[src/hdl/adfs_pkg.sv]
`timescale 1ns / 1ps
`default_nettype none

package adfs_pkg;

  // Walk stops taking bytes at this buffer position.
  localparam logic [7:0] MaxPacketBytes = 8'd255;

  // Structure type codes
  localparam logic [7:0] TypeUuidIncomplete = 8'h06;
  localparam logic [7:0] TypeUuidComplete   = 8'h07;
  localparam logic [7:0] TypeNameShort      = 8'h08;
  localparam logic [7:0] TypeNameComplete   = 8'h09;
  localparam logic [7:0] TypeMfr            = 8'hFF;

  localparam int unsigned UuidChunkBytes = 16;
  localparam int unsigned CompanyIdBytes = 2;

  // Offsets from structure start: length and type bytes, plus company id for mfr data
  localparam logic [7:0] NameSkip = 8'd2;
  localparam logic [7:0] MfrSkip  = 8'(2 + CompanyIdBytes);

  // Configuration register indexes
  localparam logic [1:0] RegUuidLow  = 2'd0;
  localparam logic [1:0] RegUuidHigh = 2'd1;
  localparam logic [1:0] RegNameMax  = 2'd2;

  typedef enum logic [1:0] {
    PH_LEN,
    PH_TYPE,
    PH_PAYLOAD,
    PH_STOP
  } phase_e;

  typedef enum logic [1:0] {
    CL_OTHER,
    CL_MFR,
    CL_UUID,
    CL_NAME
  } class_e;

  typedef struct packed {
    logic [127:0] uuid;
    logic [7:0]   name_max_len;
  } cfg_t;

  typedef struct packed {
    logic [7:0]  pos;
    phase_e      phase;
    logic [7:0]  start;
    logic [7:0]  left;
    class_e      cls;
    logic [7:0]  pidx;
    logic        chunk_eq;
    logic [15:0] company;
    logic        uuid_hit;
  } walk_t;

  typedef struct packed {
    logic        mfr_found;
    logic [15:0] company_id;
    logic [7:0]  mfr_data_offset;
    logic [7:0]  mfr_data_length;
    logic        uuid_found;
    logic        name_found;
    logic [7:0]  name_offset;
    logic [7:0]  name_length;
  } res_t;

  localparam walk_t WalkReset = '{
    pos: 8'd0, phase: PH_LEN, start: 8'd0, left: 8'd0, cls: CL_OTHER,
    pidx: 8'd0, chunk_eq: 1'b1, company: 16'd0, uuid_hit: 1'b0
  };

  localparam res_t ResReset = '0;

endpackage

`default_nettype wire

[src/hdl/adfs_cfg.sv]
`timescale 1ns / 1ps
`default_nettype none

module adfs_cfg
  import adfs_pkg::*;
(
  input  wire logic        clk_i,
  input  wire logic        rst_ni,
  input  wire logic        cfg_we_i,
  input  wire logic [1:0]  cfg_idx_i,
  input  wire logic [63:0] cfg_wdata_i,
  output cfg_t             cfg_o
);

  logic [63:0] uuid_lo_q;
  logic [63:0] uuid_hi_q;
  logic [7:0]  name_max_q;

  always_ff @(posedge clk_i or negedge rst_ni) begin
    if (!rst_ni) begin
      uuid_lo_q  <= '0;
      uuid_hi_q  <= '0;
      name_max_q <= 8'hFF;
    end else if (cfg_we_i) begin
      unique case (cfg_idx_i)
        RegUuidLow:  uuid_lo_q  <= cfg_wdata_i;
        RegUuidHigh: uuid_hi_q  <= cfg_wdata_i;
        RegNameMax:  name_max_q <= cfg_wdata_i[7:0];
        default: ;
      endcase
    end
  end

  assign cfg_o.uuid         = {uuid_hi_q, uuid_lo_q};
  assign cfg_o.name_max_len = name_max_q;

endmodule

`default_nettype wire

[src/hdl/adfs_parse.sv]
`timescale 1ns / 1ps
`default_nettype none

module adfs_parse
  import adfs_pkg::*;
(
  input  wire logic       clk_i,
  input  wire logic       rst_ni,
  input  wire cfg_t       cfg_i,
  input  wire logic       in_valid_i,
  output logic            in_stall_o,
  input  wire logic [7:0] data_byte_i,
  input  wire logic       last_byte_i,
  input  wire logic       out_free_i,
  output logic            res_push_o,
  output res_t            res_o
);

  logic       in_valid_q;
  logic [7:0] byte_q;
  logic       last_q;
  logic       advance;
  logic       load;

  walk_t      walk_q, walk_d;
  res_t       held_q, held_d;
  logic       fin;
  logic       eq;
  logic [7:0] tgt;
  logic [7:0] cap;

  // A last beat waits in the input register until the result slot frees up.
  assign advance    = in_valid_q && (!last_q || out_free_i);
  assign in_stall_o = in_valid_q && !advance;
  assign load       = in_valid_i && !in_stall_o;

  always_ff @(posedge clk_i or negedge rst_ni) begin
    if (!rst_ni) begin
      in_valid_q <= 1'b0;
    end else if (load) begin
      in_valid_q <= 1'b1;
    end else if (advance) begin
      in_valid_q <= 1'b0;
    end
  end

  always_ff @(posedge clk_i) begin
    if (load) begin
      byte_q <= data_byte_i;
      last_q <= last_byte_i;
    end
  end

  assign tgt = cfg_i.uuid[{walk_q.pidx[3:0], 3'b000} +: 8];
  assign cap = cfg_i.name_max_len - 8'd1;

  always_comb begin
    walk_d     = walk_q;
    held_d     = held_q;
    fin        = 1'b0;
    eq         = walk_q.chunk_eq && (byte_q == tgt);
    res_push_o = 1'b0;
    res_o      = held_q;
    if (advance) begin
      if (walk_q.pos < MaxPacketBytes) begin
        unique case (walk_q.phase)
          PH_LEN: begin
            if (byte_q == 8'd0) begin
              walk_d.phase = PH_STOP;
            end else begin
              walk_d.start = walk_q.pos;
              walk_d.left  = byte_q;
              walk_d.phase = PH_TYPE;
            end
          end
          PH_TYPE: begin
            unique case (byte_q) inside
              TypeMfr:                             walk_d.cls = CL_MFR;
              TypeUuidIncomplete, TypeUuidComplete: walk_d.cls = CL_UUID;
              TypeNameShort, TypeNameComplete:      walk_d.cls = CL_NAME;
              default:                             walk_d.cls = CL_OTHER;
            endcase
            walk_d.pidx     = 8'd0;
            walk_d.chunk_eq = 1'b1;
            walk_d.company  = 16'd0;
            walk_d.uuid_hit = 1'b0;
            walk_d.left     = walk_q.left - 8'd1;
            walk_d.phase    = PH_PAYLOAD;
            fin             = (walk_q.left == 8'd1);
          end
          PH_PAYLOAD: begin
            if (walk_q.pidx == 8'd0) begin
              walk_d.company = {8'd0, byte_q};
            end else if (walk_q.pidx == 8'd1) begin
              walk_d.company = {byte_q, walk_q.company[7:0]};
            end
            if (walk_q.pidx[3:0] == 4'(UuidChunkBytes - 1)) begin
              walk_d.uuid_hit = walk_q.uuid_hit | eq;
              walk_d.chunk_eq = 1'b1;
            end else begin
              walk_d.chunk_eq = eq;
            end
            walk_d.pidx = walk_q.pidx + 8'd1;
            walk_d.left = walk_q.left - 8'd1;
            fin         = (walk_q.left == 8'd1);
          end
          PH_STOP: ;
          default: ;
        endcase
      end

      if (fin) begin
        // first long-enough mfr structure, any uuid chunk hit, first name
        if (walk_d.cls == CL_MFR && !held_q.mfr_found &&
            walk_d.pidx >= 8'(CompanyIdBytes)) begin
          held_d.mfr_found       = 1'b1;
          held_d.company_id      = walk_d.company;
          held_d.mfr_data_offset = walk_d.start + MfrSkip;
          held_d.mfr_data_length = walk_d.pidx - 8'(CompanyIdBytes);
        end else if (walk_d.cls == CL_UUID && walk_d.uuid_hit) begin
          held_d.uuid_found = 1'b1;
        end else if (walk_d.cls == CL_NAME && !held_q.name_found &&
                     cfg_i.name_max_len != 8'd0) begin
          held_d.name_found  = 1'b1;
          held_d.name_offset = walk_d.start + NameSkip;
          held_d.name_length = (walk_d.pidx < cap) ? walk_d.pidx : cap;
        end
        walk_d.phase = PH_LEN;
      end

      if (walk_q.pos != 8'hFF) begin
        walk_d.pos = walk_q.pos + 8'd1;
      end

      if (last_q) begin
        res_push_o = 1'b1;
        res_o      = held_d;
        walk_d     = WalkReset;
        held_d     = ResReset;
      end
    end
  end

  always_ff @(posedge clk_i or negedge rst_ni) begin
    if (!rst_ni) begin
      walk_q <= WalkReset;
      held_q <= ResReset;
    end else begin
      walk_q <= walk_d;
      held_q <= held_d;
    end
  end

endmodule

`default_nettype wire

[src/hdl/adfs_out.sv]
`timescale 1ns / 1ps
`default_nettype none

module adfs_out
  import adfs_pkg::*;
(
  input  wire logic clk_i,
  input  wire logic rst_ni,
  input  wire logic res_push_i,
  input  wire res_t res_i,
  output logic      out_free_o,
  output logic      out_valid_o,
  input  wire logic out_stall_i,
  output res_t      res_o
);

  logic out_valid_q;
  res_t res_q;

  assign out_free_o  = !out_valid_q || !out_stall_i;
  assign out_valid_o = out_valid_q;
  assign res_o       = res_q;

  always_ff @(posedge clk_i or negedge rst_ni) begin
    if (!rst_ni) begin
      out_valid_q <= 1'b0;
    end else if (res_push_i) begin
      out_valid_q <= 1'b1;
    end else if (out_free_o) begin
      out_valid_q <= 1'b0;
    end
  end

  always_ff @(posedge clk_i) begin
    if (res_push_i) begin
      res_q <= res_i;
    end
  end

endmodule

`default_nettype wire

[src/hdl/adv_data_field_scanner.sv]
// Channel   Dir  Handshake              Beat payload
// in        in   in_valid_i/in_stall_o   data_byte_i, last_byte_i
// out       out  out_valid_o/out_stall_i mfr/uuid/name summary fields
// cfg       in   cfg_we_i                cfg_idx_i, cfg_wdata_i
//
// One beat per cycle unless in_stall_o holds a last beat; a byte goes input register -> walk state,
// and the summary goes into the output register once the last beat leaves the input register.
// Async active-low reset clears walk state and results; name_max_len resets to 255.
// in_stall_o rises only while a last beat waits on a full, stalled output register.
// No clearing pass after reset.
`timescale 1ns / 1ps
`default_nettype none

module adv_data_field_scanner
  import adfs_pkg::*;
(
  input  wire logic        clk_i,
  input  wire logic        rst_ni,
  input  wire logic        cfg_we_i,
  input  wire logic [1:0]  cfg_idx_i,
  input  wire logic [63:0] cfg_wdata_i,
  input  wire logic        in_valid_i,
  output logic             in_stall_o,
  input  wire logic [7:0]  data_byte_i,
  input  wire logic        last_byte_i,
  output logic             out_valid_o,
  input  wire logic        out_stall_i,
  output logic             mfr_found_o,
  output logic [15:0]      company_id_o,
  output logic [7:0]       mfr_data_offset_o,
  output logic [7:0]       mfr_data_length_o,
  output logic             uuid_found_o,
  output logic             name_found_o,
  output logic [7:0]       name_offset_o,
  output logic [7:0]       name_length_o
);

  cfg_t cfg;
  res_t res_new;
  res_t res_out;
  logic res_push;
  logic out_free;

  adfs_cfg u_cfg (
    .clk_i       (clk_i),
    .rst_ni      (rst_ni),
    .cfg_we_i    (cfg_we_i),
    .cfg_idx_i   (cfg_idx_i),
    .cfg_wdata_i (cfg_wdata_i),
    .cfg_o       (cfg)
  );

  adfs_parse u_parse (
    .clk_i       (clk_i),
    .rst_ni      (rst_ni),
    .cfg_i       (cfg),
    .in_valid_i  (in_valid_i),
    .in_stall_o  (in_stall_o),
    .data_byte_i (data_byte_i),
    .last_byte_i (last_byte_i),
    .out_free_i  (out_free),
    .res_push_o  (res_push),
    .res_o       (res_new)
  );

  adfs_out u_out (
    .clk_i       (clk_i),
    .rst_ni      (rst_ni),
    .res_push_i  (res_push),
    .res_i       (res_new),
    .out_free_o  (out_free),
    .out_valid_o (out_valid_o),
    .out_stall_i (out_stall_i),
    .res_o       (res_out)
  );

  assign mfr_found_o       = res_out.mfr_found;
  assign company_id_o      = res_out.company_id;
  assign mfr_data_offset_o = res_out.mfr_data_offset;
  assign mfr_data_length_o = res_out.mfr_data_length;
  assign uuid_found_o      = res_out.uuid_found;
  assign name_found_o      = res_out.name_found;
  assign name_offset_o     = res_out.name_offset;
  assign name_length_o     = res_out.name_length;

`ifndef ASSERT_OFF
  a_stall_only_when_blocked: assert property (@(posedge clk_i) disable iff (!rst_ni)
    in_stall_o |-> (out_valid_o && out_stall_i))
    else $error("input stalled while output slot free");

  a_mfr_zero_when_absent: assert property (@(posedge clk_i) disable iff (!rst_ni)
    (out_valid_o && !mfr_found_o) |->
      (company_id_o == 16'd0 && mfr_data_offset_o == 8'd0 && mfr_data_length_o == 8'd0))
    else $error("mfr fields nonzero without mfr structure");

  a_name_zero_when_absent: assert property (@(posedge clk_i) disable iff (!rst_ni)
    (out_valid_o && !name_found_o) |-> (name_offset_o == 8'd0 && name_length_o == 8'd0))
    else $error("name fields nonzero without name structure");

  a_name_len_clamped: assert property (@(posedge clk_i) disable iff (!rst_ni)
    out_valid_o |-> (name_length_o != 8'hFF && mfr_data_length_o <= 8'd252))
    else $error("length out of range");
`endif

endmodule

`default_nettype wire

[config.mk]
export PLATFORM = sky130hd
export DESIGN_NAME = adv_data_field_scanner
export DESIGN_NICKNAME = d
export VERILOG_FILES = /design/src/hdl/adfs_pkg.sv /design/src/hdl/adfs_cfg.sv /design/src/hdl/adfs_parse.sv /design/src/hdl/adfs_out.sv /design/src/hdl/adv_data_field_scanner.sv
export SDC_FILE = /design/constraint.sdc
export NUM_CORES = 1
export LEC_CHECK = 0
export BUFFER_PORTS_ARGS = -buffer_cell sky130_fd_sc_hd__buf_4
export CORE_MARGIN = 2
export CORE_UTILIZATION = 55
export DETAILED_ROUTE_END_ITERATION = 7
export PLACE_DENSITY = 0.85
export SETUP_SLACK_MARGIN = 0.05
export SLEW_MARGIN = 20
export SYNTH_ARGS = -nofsm -noshare
export SYNTH_HDL_FRONTEND = slang
export SYNTH_HIERARCHICAL = 1
export SYNTH_SLANG_ARGS = --single-unit
[constraint.sdc]
create_clock -name clk_i -period 6.3 [get_ports clk_i]
set_input_delay 1.26 -clock clk_i [delete_from_list [all_inputs] [get_ports clk_i]]
set_output_delay 1.26 -clock clk_i [all_outputs]
set_load 0.03 [all_outputs]
* After elaboration in Yosys (flattened, before gate mapping) *
Cells that the tools add are included.

word-level totals
  register bits = 303
  bits in latches = 0
  bits in read-only memories = 0
  memory bits (writable) = 0
  memories kept = 0
  output and inout bits = 53
  input port bits = 80

operators by class
  reductions and logical operators = 36
  bitwise operators = 1
  magnitude comparators = 3
  add/sub/neg operators = 7
  mux-type cells = 36
  equality and inequality tests = 23
  shift operators = 1
  multiply operators = 0
  divide/modulo/power cells = 0

operators with widths
  kind                 count
  $mux 51              4
  $shiftx 128x8->8     1
  $mux 46              2
  $mux 54              1
  $pmux 26 s2          1
  $mux 16              3
  $mux 17              2
  $mux 33              1
  $mux 8               3
  $mux 18              1
  $add 8x1->8 const B  2
  $eq 8x1->1 const B   2
  $eq 8x3->1 const B   2
  $eq 8x4->1 const B   2
  $logic_not 8->1      2
  $ne 4x3->1 const B   4
  $pmux 8 s2           1
  $sub 8x1->8 const B  2
  $mux 1               12
  $logic_and 1x1->1    9
  $add 8x2->8 const B  1
  $add 8x3->8 const B  1
  $eq 2x2->1 const B   4
  $eq 8x8->1           1
  other kinds (23)     43

* Longest topological paths before layout *
  depth in word-level cells = 17
  depth in mapped cells = 18
  depth with buffers taken out = 15

* Hierarchy *
Netlist, hierarchy kept.

modules (own cells, without submodules)
  module      area an instance (µm²)  cells each  sequential area each (µm²)  times used
  adfs_parse  7916.3                  836         2924.1                      1
  adfs_cfg    5355.1                  289         3413.3                      1
  adfs_out    1567.8                  54          1556.5                      1

* Least setup slack after synthesis *
No wires, ideal clock.

  kind = input-to-reg
  start = input port out_stall_i
  end = register u_out.res_q (netlist bit u_out/res_o[39]), data pin
  buffers on the path = 2
  required time = 6.040 ns
  stages on the path = 9
  arrival time = 3.924 ns
  library setup time = 0.260 ns
  setup slack = 2.116 ns
  path through = nand2_1 -> nand2b_1 -> and2_1 -> nand2_1 -> clkinv_1 -> nand3_1 -> buf_4 -> buf_4 -> mux2_2

RTL lines
  what                  line                          source
  from (decl)           adv_data_field_scanner.sv:27  input wire logic out_stall_i,
  to (signal assigned)  adfs_out.sv:36                res_q <= res_i;
  to (decl)             adfs_out.sv:18                res_t res_q;

==> run metrics <==
cell family with most CP delay=compound AO/OA/AOI/OAI gates; Synth Warn #=6; max-slew violations=0; Core Box Area=26700 um2; Final Cell Area=16900 um2; Mapped Avg Cell Area=12.6 um2; routing usage on met1=0.330; clock buffer depth=3; Initial Utilization=0.555; worst-path cell chain=ha_1 > nand3_1 > o21ai_1 > nor4_1 > a211oi_2 > inv_1 > ha_1 > a21o_1 > a21o_1 > a21oi_1 > o211ai_1 > and2_1 > o21ai_0 > o21ai_0; Hold Path Class=reg2reg; nets=1384; hold buffer count at cts=0; Worst Setup Start Kind=register; Top FF cell, synth=dfrtp_1; fill count=1982; flops & latches, synth=303; GR met2 Demand/Resource=0.391; number of enable flip-flop cells after synthesis=60; post-synthesis cell type count=76; synthesized area=14800 um2; Setup CP Type=reg2reg; Critical Path AT=4620 ps; DP Area=15900 um2; Worst EP required=6560 ps; clock buffer count from CTS=31; die width=168 um; top post-synthesis cells by area=dfrtp_1 (39%), edfxtp_1 (12%), mux2_2 (6.8%); Max IR drop VDD=0.000224 V; Setup WS pre-CTS=1740 ps; CP Capture Type=register; count leader, synth=dfrtp_1; buffers added on ports=132; Num Clock Sinks=303; largest family of logic cells by synthesized area=multiplexers; clk root buf=clkbuf_16; P per Cell Area=314 nW/um2; status=complete, no violations; crit share post-route=0.691; Post-CTS Setup Inserts=0; Synth Area in Compound Gates=0.103; num rows=60; largest net degree at the start of global routing=126; simple-gate share of the synthesized area=0.0886; fmax=230 MHz; Seq/Total Area, Yosys=0.532; post-synthesis xor/xnor area fraction=0.0177; fraction of registers with async set/reset=0.802; Yosys top cell area share=0.395; largest fanout on the critical path=16; antenna violations before repair=0; grt total ovfl=0; Clk Latency, worst-skew pair=560 ps; vias in the first global route=10021; clock period minus worst slack=4350 ps; I/O pin count=133; # DRC=0; max cap viols=0; Hold Violations, Final=0; syn_nets=1280; Final Setup Violations=0; slowest cell on the critical path=o21ai_1; Die Ht=168 um; ANT cells=0; P_leak=0.00742 uW; Slew headroom=0.277; wirelength, routed=33600 um; DR pass1 iterations=5; area grow syn2layout=14.0%; Setup TNS=0 ps; mux cell area share after synthesis=0.204; drt initial violations=828; met3 Track Usage GR=0.0324; Worst Slack Setup Final=1950 ps; Die ar.=28300 um2; RSZ-0062 raised after global routing=no; GRT busiest layer=met2; Vias/cell=6.05; CTS resizes=0; H-tree depth=1; adder and majority gate portion of the synthesized area=0.0177; Final HPWL DP=22800 um; Final Util=0.633; clock slew at reported path FFs=60 ps; Final Skew=18.2 ps; TritonCTS clock tree=built; GP Congestion=0.909; vias post-DR=9968; Wirelength per Cell=20.4 um; top cells by count, synth=dfrtp_1 (234), nand2_1 (122), mux2_2 (90), o21ai_0 (76); Mapped Cells=1179; Yosys top cell by area=dfrtp_1; CP Buf/Inv Count=1; Slew @ Worst Pin=1080 ps; total global-route track usage=0.238; CP max stage delay=880 ps; final antenna-violating net count=0; layout cell share with drive strength beyond 1=0.301; worst hold slack=491 ps; first-pass GRT wire length=54100 um
-- metal layers --
metal	wire length [um]	vias up	part of all wire
met5	0	-	0
met2	16100	382	0.48
li1	-	4516	-
met3	2130	80	0.063
met1	14300	4990	0.42
met4	1120	0	0.033
-- sequential cells by signal (all words and copies together), names as in the netlist --
name	count
u_parse/walk_q	54
u_cfg/uuid_hi_q	64
u_parse/last_q	1
u_parse/held_q	51
u_parse/byte_q	8
u_cfg/uuid_lo_q	64
u_out/out_valid_o	1
u_cfg/name_max_q	8
u_parse/in_valid_q	1
u_out/res_o	51
-- area by class of cell --
type / instances / area, um2 / share of cell area
Sequential cell: 303 / 7900 / 0.467
Timing Repair Buffer: 143 / 1090 / 0.0646
Tap cell: 341 / 427 / 0.0252
Inverter: 30 / 113 / 0.00666
Multi-Input combinational cell: 774 / 6410 / 0.379
Clock inverter: 20 / 181 / 0.0107
Clock buffer: 37 / 798 / 0.0472
-- metrics by stage --
step           std cells  total power [uW]
2_1_floorplan       1179              3210
3_3_place_gp        1591              3490
3_5_place_dp        1591              3540
4_1_cts             1648              5330
5_1_grt             1648              5530
6_report            1648              5310
-- worst reg2reg max path, cell delays in order, from the launching register on --
cell and delay, ps:
dfrtp_1 420, ha_1 200, nand3_1 160, o21ai_1 890, nor4_1 130, a211oi_2 450
inv_1 130, ha_1 340, a21o_1 160, a21o_1 160, a21oi_1 190, o211ai_1 120
and2_1 290, o21ai_0 320, o21ai_0 120
-- final timing paths --
kind,from,endpoint,slack [ps],depth (start not counted)
min,u_parse/held_q[11],u_parse/held_q[11],490,2
max in group asynchronous,rst_ni,u_cfg/uuid_lo_q[8],4260,2
max reg2reg,u_parse/walk_q[46],u_out/res_o[3],1950,14
min in group asynchronous,rst_ni,u_parse/held_q[3],800,1
min reg2reg,u_parse/held_q[11],u_parse/held_q[11],490,2
max,u_parse/walk_q[46],u_out/res_o[3],1950,14
-- placed cells by master, fill, tap and decap left out, types with 6 or more instances in the layout --
cell type	instances
o22ai_1	9
and3_1	11
a21oi_1	19
a22o_1	45
dfstp_2	9
mux2_1	10
inv_1	27
clkbuf_1	6
mux4_2	22
nand2_1	121
buf_4	141
or3_1	6
dfrtp_1	233
clkbuf_16	31
o21ai_0	76
mux2_4	60
mux2_2	90
edfxtp_1	60
a21o_1	6
o2bb2ai_1	14
nand2b_1	7
nor3_1	14
nor2b_1	7
mux2i_1	49
clkinv_2	6
nand3_1	17
clkinv_1	7
ha_1	21
xor2_1	11
xnor2_1	19
nor2_1	45
-- cells by family (layout without fill, tap and decap cells) --
logic type | count (synthesis) | in the layout
compound gates | 220 | 220
flops | 303 | 303
simple gates | 271 | 271
fa+ha+maj | 21 | 21
mux | 232 | 232
buf+inv | 102 | 230
xor+xnor | 30 | 30
-- power breakdown --
| part | internal, uW | leakage [uW] | switching (uW) |
|---|---|---|---|
| sequential | 2250 | 0.00365 | 177 |
| clock | 1020 | 0.000469 | 756 |
| combinational | 515 | 0.00330 | 594 |
Power figures use the tool's default switching activity.
